<file path="config.mk">
export PLATFORM = sky130hd
export DESIGN_NAME = tfnl_ctrl
export DESIGN_NICKNAME = d
export VERILOG_FILES = /design/src/design/tfnl_pkg.sv /design/src/design/tfnl_ctrl.sv
export SDC_FILE = /design/constraint.sdc
export NUM_CORES = 1
export LEC_CHECK = 0
export BUFFER_PORTS_ARGS = -buffer_cell sky130_fd_sc_hd__buf_2
export CORE_AREA = 2 2 39 41
export DETAILED_ROUTE_END_ITERATION = 12
export DIE_AREA = 0 0 41 43
export PLACE_DENSITY = 0.73
export SLEW_MARGIN = 30
export SYNTH_ARGS = -nofsm -noshare
export SYNTH_HDL_FRONTEND = slang
export SYNTH_SLANG_ARGS = --single-unit
export TNS_END_PERCENT = 20
</file>
<file path="constraint.sdc">
create_clock -name clk -period 3.3 [get_ports clk]
set_input_delay 0.66 -clock clk [delete_from_list [all_inputs] [get_ports clk]]
set_output_delay 0.66 -clock clk [all_outputs]
set_load 0.02 [all_outputs]
</file>
<file path="src/design/tfnl_pkg.sv">
// ----------------------------------------------------------------------------
// tfnl_pkg
// Shared constants, types and codes of the tetrahedral face neighbor lookup.
// ----------------------------------------------------------------------------
package tfnl_pkg;

  // Table sizes and node id width.
  localparam int CellDepth  = 4096;
  localparam int FaceDepth  = 8192;
  localparam int NodeBits   = 16;
  localparam int CellAw     = $clog2(CellDepth);
  localparam int FaceAw     = $clog2(FaceDepth);
  localparam int CellCntW   = $clog2(CellDepth + 1);
  localparam int FaceCntW   = $clog2(FaceDepth + 1);
  localparam int CellW      = 13;
  localparam int KeyW       = 3 * NodeBits;
  localparam int FaceW      = KeyW + 2 * CellW;
  localparam int CellRowW   = 4 * NodeBits;

  // Request and result bus widths.
  localparam int InW  = 112;
  localparam int OutW = 16;

  // Operation codes.
  typedef enum logic [2:0] {
    OP_APPEND_CELL = 3'd0,
    OP_APPEND_FACE = 3'd1,
    OP_CLEAR_FACES = 3'd2,
    OP_QUERY_FACE  = 3'd3,
    OP_QUERY_NBR   = 3'd4
  } op_t;

  // Result status codes.
  typedef enum logic [2:0] {
    RS_OK        = 3'd0,
    RS_BAD_CELL  = 3'd1,
    RS_BAD_FACE  = 3'd2,
    RS_NOT_FOUND = 3'd3,
    RS_FULL      = 3'd4
  } rstat_t;

  // Controller states.
  typedef enum logic [2:0] {
    S_IDLE,
    S_DECODE,
    S_CELL_RD,
    S_CELL_WAIT,
    S_SCAN_RD,
    S_SCAN_CMP,
    S_DONE
  } state_t;

  // Datapath commands.
  typedef enum logic [3:0] {
    C_NONE,
    C_CAPTURE,
    C_APPEND_CELL,
    C_APPEND_FACE,
    C_CLEAR,
    C_SET_RESULT,
    C_SCAN_FROM_REQ,
    C_CELL_READ,
    C_SCAN_FROM_CELL,
    C_SCAN_READ,
    C_STEP,
    C_FOUND,
    C_EMIT
  } cmd_t;

  typedef struct packed {
    cmd_t   cmd;
    rstat_t code;
  } ctrl_t;

  typedef struct packed {
    logic [2:0] op;
    logic       cell_full;
    logic       face_full;
    logic       cur_bad;
    logic       face_bad;
    logic       faces_zero;
    logic       match;
    logic       idx_zero;
    logic       out_free;
  } stat_t;

endpackage

</file>
<file path="src/design/tfnl_ctrl.sv">
// ----------------------------------------------------------------------------
// tfnl_ctrl
// Controller of the lookup engine: sequences decode, cell read and face scan.
// ----------------------------------------------------------------------------
module tfnl_ctrl (
  input  logic            clk,
  input  logic            rst,
  input  logic            s_tvalid,
  output logic            s_tready,
  input  tfnl_pkg::stat_t st,
  output tfnl_pkg::ctrl_t ctl
);

  tfnl_pkg::state_t state, state_next;

  always_ff @(posedge clk) begin
    if (rst) begin
      state <= tfnl_pkg::S_IDLE;
    end else begin
      state <= state_next;
    end
  end

  // Next state.
  always_comb begin
    state_next = state;
    case (state)
      tfnl_pkg::S_IDLE: begin
        if (s_tvalid) state_next = tfnl_pkg::S_DECODE;
      end
      tfnl_pkg::S_DECODE: begin
        state_next = tfnl_pkg::S_DONE;
        if (st.op == tfnl_pkg::OP_QUERY_FACE && !st.faces_zero) begin
          state_next = tfnl_pkg::S_SCAN_RD;
        end else if (st.op == tfnl_pkg::OP_QUERY_NBR && !st.cur_bad && !st.face_bad) begin
          state_next = tfnl_pkg::S_CELL_RD;
        end
      end
      tfnl_pkg::S_CELL_RD:   state_next = tfnl_pkg::S_CELL_WAIT;
      tfnl_pkg::S_CELL_WAIT: begin
        state_next = st.faces_zero ? tfnl_pkg::S_DONE : tfnl_pkg::S_SCAN_RD;
      end
      tfnl_pkg::S_SCAN_RD:   state_next = tfnl_pkg::S_SCAN_CMP;
      tfnl_pkg::S_SCAN_CMP: begin
        if (st.match || st.idx_zero) state_next = tfnl_pkg::S_DONE;
        else state_next = tfnl_pkg::S_SCAN_RD;
      end
      tfnl_pkg::S_DONE: begin
        if (st.out_free) state_next = tfnl_pkg::S_IDLE;
      end
      default: state_next = tfnl_pkg::S_IDLE;
    endcase
  end

  // Outputs.
  always_comb begin
    s_tready = 1'b0;
    ctl.cmd  = tfnl_pkg::C_NONE;
    ctl.code = tfnl_pkg::RS_OK;
    case (state)
      tfnl_pkg::S_IDLE: begin
        s_tready = 1'b1;
        if (s_tvalid) ctl.cmd = tfnl_pkg::C_CAPTURE;
      end
      tfnl_pkg::S_DECODE: begin
        ctl.cmd = tfnl_pkg::C_SET_RESULT;
        case (st.op)
          tfnl_pkg::OP_APPEND_CELL: begin
            if (st.cell_full) ctl.code = tfnl_pkg::RS_FULL;
            else ctl.cmd = tfnl_pkg::C_APPEND_CELL;
          end
          tfnl_pkg::OP_APPEND_FACE: begin
            if (st.face_full) ctl.code = tfnl_pkg::RS_FULL;
            else ctl.cmd = tfnl_pkg::C_APPEND_FACE;
          end
          tfnl_pkg::OP_CLEAR_FACES: ctl.cmd = tfnl_pkg::C_CLEAR;
          tfnl_pkg::OP_QUERY_FACE: begin
            if (st.faces_zero) ctl.code = tfnl_pkg::RS_NOT_FOUND;
            else ctl.cmd = tfnl_pkg::C_SCAN_FROM_REQ;
          end
          tfnl_pkg::OP_QUERY_NBR: begin
            if (st.cur_bad) ctl.code = tfnl_pkg::RS_BAD_CELL;
            else if (st.face_bad) ctl.code = tfnl_pkg::RS_BAD_FACE;
            else ctl.cmd = tfnl_pkg::C_CELL_READ;
          end
          default: ctl.code = tfnl_pkg::RS_OK;
        endcase
      end
      tfnl_pkg::S_CELL_RD: ctl.cmd = tfnl_pkg::C_CELL_READ;
      tfnl_pkg::S_CELL_WAIT: begin
        if (st.faces_zero) begin
          ctl.cmd  = tfnl_pkg::C_SET_RESULT;
          ctl.code = tfnl_pkg::RS_NOT_FOUND;
        end else begin
          ctl.cmd = tfnl_pkg::C_SCAN_FROM_CELL;
        end
      end
      tfnl_pkg::S_SCAN_RD: ctl.cmd = tfnl_pkg::C_SCAN_READ;
      tfnl_pkg::S_SCAN_CMP: begin
        if (st.match) begin
          ctl.cmd = tfnl_pkg::C_FOUND;
        end else if (st.idx_zero) begin
          ctl.cmd  = tfnl_pkg::C_SET_RESULT;
          ctl.code = tfnl_pkg::RS_NOT_FOUND;
        end else begin
          ctl.cmd = tfnl_pkg::C_STEP;
        end
      end
      tfnl_pkg::S_DONE: begin
        if (st.out_free) ctl.cmd = tfnl_pkg::C_EMIT;
      end
      default: ctl.cmd = tfnl_pkg::C_NONE;
    endcase
  end

endmodule

</file>
# After elaboration in Yosys (flattened, before gate mapping)
# Cells that the tools add are included.
classes:
  reduce_logical: 10
  eq_ne: 12
  muxes: 29
ops:
  columns: ["op", "n"]
  rows:
  - ["one-hot mux 4 bit (7 select lines)", 1]
  - ["2-to-1 mux 3 bit", 8]
  - ["one-hot mux 3 bit (7 select lines)", 1]
  - ["2-to-1 mux 2 bit", 10]
  - ["2-to-1 mux 4 bit", 4]
  - ["one-hot mux 3 bit (5 select lines)", 1]
  - ["== test 3 x 2 -> 1 bit (second input constant)", 4]
  - ["== test 3 bit (second input constant)", 4]
  - ["one-hot mux 3 bit (4 select lines)", 1]
  - ["one-hot mux 3 bit (3 select lines)", 1]
  - ["== test 3 x 1 -> 1 bit (second input constant)", 2]
  - ["zero test 3 bit", 2]
  - ["!= test 2 bit (second input constant)", 2]
  - ["logical AND 1 bit", 3]
  - ["zero test 1 bit", 3]
  - ["2-to-1 mux 1 bit", 2]
  - ["AND reduction 2 bit", 1]
  - ["logical OR 1 bit", 1]
totals:
  wordCells: 52
  ff_bits: 3
  output_inout_bits: 8
  input_bits: 14

# Logic depth before layout (Yosys ltp)
# Gate-level depths: netlist (run 1).
depth:
  ltp_word: 6
  mapped_depth: 5

# Worst setup path before layout (run 1)
# OpenSTA, ideal clock, no wires.
synth_timing:
  path_type: "input to output"
  from: "in st[8] in the netlist's numbering"
  to: "out ctl[2] in the netlist's numbering"
  arrival_time_ns: 1.694
  setup_slack_ns: 0.946
  cell_stages: 3
  required_time_ns: 2.640
  path_cell_list: "buf_6 mux2i_2 nor4b_1"
synth_rtl:
  columns: ["item", "line", "rtl"]
  rows:
  - ["start: declaration", "tfnl_ctrl.sv:10", "input tfnl_pkg::stat_t st,"]
  - ["end: declaration", "tfnl_ctrl.sv:11", "output tfnl_pkg::ctrl_t ctl"]

==> results.json, run 1 <==
{
  "status": "finished, final reports clean",
  "viasPerCell": 5.28,
  "cp-startpoint": "state[2]$_SDFFE_PP0P_",
  "syn2layout_area_growth_pct": 27.9,
  "postCtsSetupBuffers": 0,
  "fillCellCount": 152,
  "synth-seq-cells": 3,
  "synth_top_cell_by_area": "dfxtp_1",
  "maxCapViolCount": 0,
  "crit_family": "flip-flops",
  "fin_area_um2": 574,
  "async_flop_share_pct": 0,
  "io_pins": 22,
  "wl_per_cell_um": 11.3,
  "worst-path-buf-inv": 2,
  "finalHoldViolations": 0,
  "syn_nets": 78,
  "finalSetupTns_ns": 0,
  "multi_input_area_um2": 359,
  "irDropWorstVdd_uv": 145,
  "ys_warn_count": 0,
  "r2r_start": "state[1]$_SDFFE_PP0P_",
  "grt_overflow_total": 0,
  "p_per_area_nw_per_um2": 408,
  "power_uw": 234,
  "tightest_slew_ns": 0.576,
  "seq_area_frac_synth_pct": 13.4,
  "cp_max_fo": 16,
  "period_share_pct": 71.5,
  "reg2reg_depth": 4,
  "reg_top3": "state: 3 flops",
  "path_cells": "inv_2, and3_1, o21ai_1, nand3_1, buf_2",
  "synth_edf_count": 0,
  "post-route-util_pct": 41.5,
  "coreArea_um2": 1380,
  "layout-drive-gt1-share_pct": 35.3,
  "grt_pass1_vias": 500,
  "r2r_slack_ns": 2.00,
  "regArea_um2": 60.1,
  "ant_nets": 0,
  "yosys.area.top_type_share_pct": 13.4,
  "dp_cells": 97,
  "synth.most_common_cell": "nand2_1",
  "clkTransAtPathRegs_ns": 0.04,
  "cts_made_buffers": 3,
  "rsz0062_at_grt": "false",
  "top_register": "state",
  "setup_viol": 0,
  "htree_num_levels": 1,
  "clock_path_buffers": 2,
  "cts_tree": "done",
  "postPlaceCellArea_um2": 548,
  "drt-total-wl_mm": 1.14,
  "cp.arrival_ns": 1.70,
  "hold-worst-slack_ns": 0.622,
  "hpwl_um": 867,
  "die_area_um2": 1760,
  "ys.flop_type": "dfxtp_1",
  "fin_skew_ns": 0.00305,
  "start_kind": "register",
  "leakagePower_nw": 0.235,
  "num_vias": 533,
  "fmax_mhz": 424,
  "antenna_found_initial": 0,
  "dr.first_iter.drc_count": 3,
  "diodes": 0,
  "ys_top_cells_by_count": "nand2_1, nor2_1, o21ai_1",
  "cts.sinks": 3,
  "crit_end": "ctl[5]",
  "dr.pass1.iters": 4,
  "post_cts_resized": 0,
  "fin_crit_ns": 2.36,
  "critPathRequiredTime_ns": 2.64,
  "cts-hold-fix-buffers": 0,
  "syn_inst": 64,
  "synthTopCellsByArea": "dfxtp_1, a2111oi_4, nand2_1, nand2b_1, nor2b_1",
  "clk_latency_ns": 0.24,
  "slowest_stage": "dfxtp_1",
  "timing.rr.end": "state[1]$_SDFFE_PP0P_",
  "nets": 100,
  "grt_max_degree": 17,
  "largest_reg_flops": 3,
  "crit_type": "register to output pin",
  "holdPathStages": 2,
  "drc": 0,
  "gr-usage-all-layers_pct": 15.9,
  "io_buffers": 21,
  "syn_area_um2": 449,
  "clockRootBuffer": "clkbuf_4",
  "grt_pass1_wl_mm": 1.92,
  "setup_ws_ns": 0.940,
  "rows": 14,
  "ys_types": 28,
  "post_layout_nonfiller_instances": 101,
  "worst_setup_path_end_kind": "output pin",
  "floorplan.initialDensity_pct": 32.5,
  "slew_violations": 0,
  "avgSynthCellArea_um2": 7.02,
  "hp-class": "primary input to register",
  "cpPeakStageDelay_ns": 0.68,
  "dieWidth_um": 41,
  "place.gp.congestion": 0.853,
  "fp.dieH_um": 43,
  "slew_headroom_pct": 61.6,
  "crit_cells": 5,
  "dp_slack_ns": 0.944
}
report_power, final:
group / total, mW / leakage, nW / internal [mW] / switching [mW]
Combinational: 0.107 / 0.195 / 0.0454 / 0.0611
Sequential: 0.0609 / 0.0248 / 0.0418 / 0.0191
Clock: 0.0667 / 0.0150 / 0.0454 / 0.0212
kinds of logic (layout without fill, tap and decap cells):
group | count (synthesis) | after routing | synth area share, %
and+or+nand+nor | 33 | 33 | 41.5
AOI/OAI and AO/OA | 22 | 22 | 35.4
buffers and inverters | 5 | 26 | 6.68
DFF | 3 | 3 | 13.4
muxes | 1 | 1 | 3.06
area by class of cell:
class / count / share of cell area [%]
well taps: 16 / 3.49
repair buffers: 21 / 18.3
multi-input cells: 56 / 62.5
clock buffers: 4 / 4.58
flip-flops and latches: 3 / 10.5
inverters: 1 / 0.654
worst min-delay path by stage:
stage | start | to | slack, ns
after floorplan | state[0]$_SDFFE_PP0P_ | state[1]$_SDFFE_PP0P_ | 0.57
after global placement | state[1]$_SDFFE_PP0P_ | state[2]$_SDFFE_PP0P_ | 0.69
after CTS | rst | state[1]$_SDFFE_PP0P_ | 0.62
after global routing | rst | state[2]$_SDFFE_PP0P_ | 0.63
final | rst | state[1]$_SDFFE_PP0P_ | 0.62
after detailed placement | state[1]$_SDFFE_PP0P_ | state[2]$_SDFFE_PP0P_ | 0.68
placed cells by master, fill, tap and decap left out:
cell,synthesis,routed
clkbuf_1,0,1
a2111oi_4,1,1
nor4b_2,1,1
a2111oi_0,1,1
o22ai_1,1,1
and2b_4,1,1
nor4b_1,1,1
mux2i_2,1,1
nor2_1,6,6
a21oi_1,2,2
nand2_1,7,7
nand3_1,1,1
o22ai_2,1,1
and3_1,1,1
o21ai_0,4,4
nor3_1,4,4
a21o_1,1,1
buf_2,3,21
o21ai_1,5,5
dfxtp_1,3,3
o211ai_1,1,1
inv_2,1,1
a211oi_1,2,2
nand3b_1,1,1
nor3b_1,2,2
clkbuf_4,0,3
a31oi_1,3,3
nor2b_1,4,4
nand2b_1,4,4
metal layers:
layer	track usage, %	vias up	routed length [um]
met5	0	-	0
met4	10.0	0	17
met3	3.14	2	61
met2	24.1	19	536
met1	19.6	234	524
li1	-	278	-
(Power assumes the default switching activity.)
==> run 2, diff against run 1 <==
Settings changed: PLACE_DENSITY 0.73 to 0.75.
Clock period 3.3 ns to 2.1 ns, I/O delays scaled along.
==> run 2 against run 1 <==
  * Critical path depth grew 1
  * Clock-buffer cell count is the same
  * Largest cell class unchanged
  * Sequential share of layout area shrank 0.39 points
  * Global-route usage shrank 0.42 points
  * First-iteration DRC count grew 130%
==> results.json, run 2 (synthesized netlist as in run 1, its figures left out) <==
{
  "clockRootBuffer": "clkbuf_4",
  "hold-worst-slack_ns": 0.409,
  "slew_violations": 0,
  "floorplan.initialDensity_pct": 32.5,
  "largest_reg_flops": 3,
  "grt_pass1_vias": 478,
  "tightest_slew_ns": 0.461,
  "fp.dieH_um": 43,
  "worst_setup_path_end_kind": "output pin",
  "clk_latency_ns": 0.23,
  "gr-usage-all-layers_pct": 15.5,
  "hpwl_um": 992,
  "post-route-util_pct": 43.1,
  "nets": 103,
  "slew_headroom_pct": 69.0,
  "htree_num_levels": 1,
  "clock_path_buffers": 2,
  "postCtsSetupBuffers": 0,
  "final_common_cell": "buf_2",
  "drc": 0,
  "cts.sinks": 3,
  "ant_nets": 0,
  "cts_tree": "done",
  "dr.pass1.iters": 4,
  "fin_skew_ns": 0.00209,
  "cp_max_fo": 7,
  "cts-hold-fix-buffers": 0,
  "maxCapViolCount": 0,
  "rsz0062_at_grt": "false",
  "fin_crit_ns": 1.88,
  "postPlaceCellArea_um2": 571,
  "hp-class": "primary input to register",
  "rows": 14,
  "leakagePower_nw": 0.250,
  "grt_pass1_wl_mm": 1.94,
  "coreArea_um2": 1380,
  "critPathRequiredTime_ns": 1.68,
  "diodes": 0,
  "finalHoldViolations": 0,
  "place.gp.congestion": 0.816,
  "reg_top3": "state: 3 flops",
  "wl_per_cell_um": 11.9,
  "syn2layout_area_growth_pct": 32.9,
  "setup_viol": 0,
  "period_share_pct": 89.4,
  "antenna_found_initial": 0,
  "cp.arrival_ns": 1.46,
  "top_register": "state",
  "layout-drive-gt1-share_pct": 37.5,
  "fillCellCount": 163,
  "start_kind": "primary input",
  "crit_type": "primary input to output pin",
  "grt_max_degree": 14,
  "grt_overflow_total": 0,
  "die_area_um2": 1760,
  "dieWidth_um": 41,
  "mostFrequentLayoutCells": "buf_2, nand2_1, nor2_1, o21ai_1",
  "cts_made_buffers": 3,
  "clkTransAtPathRegs_ns": 0.04,
  "fin_area_um2": 597,
  "io_buffers": 21,
  "num_vias": 548,
  "io_pins": 22,
  "finalSetupTns_ns": 0,
  "p_per_area_nw_per_um2": 636,
  "drt-total-wl_mm": 1.24,
  "dr.first_iter.drc_count": 7,
  "fmax_mhz": 533,
  "irDropWorstVdd_uv": 237,
  "viasPerCell": 5.27,
  "status": "finished, final reports clean",
  "post_cts_resized": 0
}
[run 2: worst paths after layout]
| check | start | to | slack [ns] | depth (start not counted) |
|---|---|---|---|---|
| setup / recovery | st[10] | ctl[4] | 0.22 | 6 |
| hold / removal | rst | state[2]$_SDFFE_PP0P_ | 0.41 | 2 |
| setup reg to reg | state[2]$_SDFFE_PP0P_ | state[1]$_SDFFE_PP0P_ | 0.95 | 5 |
| hold reg to reg | state[0]$_SDFFE_PP0P_ | state[0]$_SDFFE_PP0P_ | 0.57 | 1 |
[run 2: layout make-up]
type                            instances  area (um^2)  area share, %
Clock buffer                            4         26.3           4.40
Multi-Input combinational cell         56          359           60.2
Inverter                                1         3.75          0.629
Tap cell                               16         20.0           3.35
Timing Repair Buffer                   24          128           21.4
Sequential cell                         3         60.1           10.1
[run 2: where the power goes]
part | total [mW] | internal, mW | leakage (nW) | switching [mW]
combinational | 0.202 | 0.0813 | 0.210 | 0.120
sequential | 0.0756 | 0.0656 | 0.0248 | 0.0100
clock | 0.102 | 0.0713 | 0.0150 | 0.0311
total | 0.380 | 0.218 | 0.250 | 0.161
[run 2: through the flow]
step                power, mW  instances  worst slack, ns
global route            0.416        104         0.000858
detailed placement      0.278        100            0.221
floorplan               0.213         64            0.226
finish                  0.380        104            0.222
CTS                     0.384        104            0.213
global placement        0.275        100            0.234
[run 2: worst max-delay path: stages]
cell	delay, ns
buf_2	0.13
nor4b_2	0.17
and2b_4	0.18
a2111oi_4	0.28
o22ai_2	0.11
buf_2	0.17
[run 2: routing by layer]
metal | vias to the layer above | global-route usage [%] | share of wire [%]
met1 | 247 | 20.8 | 46
li1 | 283 | - | -
met5 | - | 0 | 0
met3 | 0 | 3.14 | 5.5
met4 | 0 | 2.00 | 0
met2 | 18 | 25.3 | 48
==> run 3, diff against run 2 <==
Settings changed: PLACE_DENSITY 0.75 to 0.73.
Clock period 2.1 ns to 2.09 ns, I/O delays scaled along.
==> run 3 against run 2 <==
  * Combinational power down 3%
  * Via count increased by 0.73%
  * Power is 0.46% higher
  * Design area stayed put
  * Wire length fell by 6.4%
  * Global-route usage is 1.1 points higher
==> results.json, run 3 (synthesized netlist as in run 1, its figures left out) <==
{
  "status": "finished, final reports clean",
  "gr-usage-all-layers_pct": 16.6,
  "fin_crit_ns": 1.89,
  "layout-drive-gt1-share_pct": 37.5,
  "combPwrFrac_pct": 51.4,
  "finalSetupTns_ns": 0,
  "dr.first_iter.drc_count": 4,
  "p_per_area_nw_per_um2": 639,
  "fillCellCount": 157,
  "syn2layout_area_growth_pct": 32.9,
  "critPathRequiredTime_ns": 1.67,
  "grt_max_degree": 10,
  "io_buffers": 21,
  "fmax_mhz": 529,
  "die_area_um2": 1760,
  "met3_length_um": 56,
  "num_vias": 552,
  "tightest_slew_ns": 0.409,
  "io_pins": 22,
  "clk_latency_ns": 0.24,
  "cts_made_buffers": 3,
  "worst_setup_path_end_kind": "output pin",
  "rsz0062_at_grt": "false",
  "internal-power_uw": 219,
  "diodes": 0,
  "fin_skew_ns": 0.00288,
  "hold-worst-slack_ns": 0.378,
  "hpwl_um": 931,
  "largest_reg_flops": 3,
  "mostFrequentLayoutCells": "buf_2, nand2_1, nor2_1, o21ai_1",
  "period_share_pct": 90.4,
  "setup_viol": 0,
  "switching_share_pct": 42.5,
  "path_cells": "inv_2, and3_1, o21ai_1, nand3_1, buf_2",
  "crit_type": "register to output pin",
  "dr_wl_met2_um": 561,
  "clock_path_buffers": 2,
  "place.gp.congestion": 0.828,
  "drc": 0,
  "clockRootBuffer": "clkbuf_4",
  "grt_pass1_wl_mm": 2.06,
  "antenna_found_initial": 0,
  "worst-path-buf-inv": 2,
  "cp_max_fo": 8,
  "coreArea_um2": 1380,
  "slew_violations": 0,
  "clkTransAtPathRegs_ns": 0.04,
  "rows": 14,
  "top_register": "state",
  "drt-total-wl_mm": 1.16,
  "netSwitchingPower_uw": 162,
  "maxCapViolCount": 0,
  "hp-class": "primary input to register",
  "seqPwrFrac_pct": 20.9,
  "dr.pass1.iters": 4,
  "p_clk_share_pct": 27.7,
  "r2r_slack_ns": 0.94,
  "postCtsSetupBuffers": 0,
  "crit_family": "flip-flops",
  "reg_top3": "state: 3 flops",
  "finalHoldViolations": 0,
  "topRoutingLayerUsed": "met4",
  "wl_met1_um": 529,
  "slew_headroom_pct": 72.5,
  "final_common_cell": "buf_2",
  "slowest_stage": "dfxtp_1",
  "viasPerCell": 5.31,
  "floorplan.initialDensity_pct": 32.5,
  "post_cts_resized": 0,
  "irDropWorstVdd_uv": 276,
  "grt_pass1_vias": 541,
  "htree_num_levels": 1,
  "cpPeakStageDelay_ns": 0.46,
  "cts-hold-fix-buffers": 0,
  "start_kind": "register",
  "wl_per_cell_um": 11.2,
  "cp.arrival_ns": 1.47,
  "cts_tree": "done",
  "grt_overflow_total": 0,
  "cts.sinks": 3,
  "fp.dieH_um": 43,
  "dieWidth_um": 41,
  "leakagePower_nw": 0.250,
  "nets": 103,
  "ant_nets": 0
}
[run 3: cell counts in the layout (fill, tap and decap cells not counted)]
No cell type changed its count.
[run 3: power groups by stage]
stage | sequential (mW) | combinational, mW | clock, mW
floorplan | 0.0740 | 0.140 | 0
CTS | 0.0794 | 0.198 | 0.106
global placement | 0.0796 | 0.196 | 0
finish | 0.0796 | 0.196 | 0.106
detailed placement | 0.0804 | 0.196 | 0
global route | 0.0821 | 0.218 | 0.108
[run 3: cell type report]
cell class | count | area (um^2) | area share, %
well taps | 16 | 20.0 | 3.35
inverters | 1 | 3.75 | 0.629
repair buffers | 24 | 128 | 21.4
flip-flops and latches | 3 | 60.1 | 10.1
clock buffers | 4 | 26.3 | 4.40
multi-input cells | 56 | 359 | 60.2
[run 3: through the flow]
step | setup WS, ns | instances | total power [mW] | cell area [um^2] | util (%)
floorplan | 0.220 | 64 | 0.214 | 449 | -
global placement | 0.237 | 100 | 0.275 | 571 | 41.2
detailed placement | 0.225 | 100 | 0.277 | 571 | 41.2
CTS | 0.208 | 104 | 0.384 | 597 | 43.1
global route | 0.0734 | 104 | 0.408 | 597 | 43.1
finish | 0.200 | 104 | 0.381 | 597 | 43.1
[run 3: worst register-to-register path, cell delays in order (launching register included)]
cell,delay [ns]
dfxtp_1,0.46
buf_4,0.23
o21ai_0,0.09
nor2_1,0.09
a31oi_1,0.06
a31oi_1,0.14
[run 3: routing by layer]
layer | GRT usage [%] | vias to the layer above
li1 | - | 285
met1 | 19.7 | 247
met2 | 26.9 | 18
met3 | 3.14 | 2
met4 | 8.00 | 0
met5 | 0 | -
[run 3: final timing paths]
path | startpoint | to | cells past startpoint
setup / recovery | state[2]$_SDFFE_PP0P_ | ctl[5] | 5
hold / removal | rst | state[1]$_SDFFE_PP0P_ | 2
setup reg to reg | state[2]$_SDFFE_PP0P_ | state[1]$_SDFFE_PP0P_ | 5
hold reg to reg | state[0]$_SDFFE_PP0P_ | state[0]$_SDFFE_PP0P_ | 1
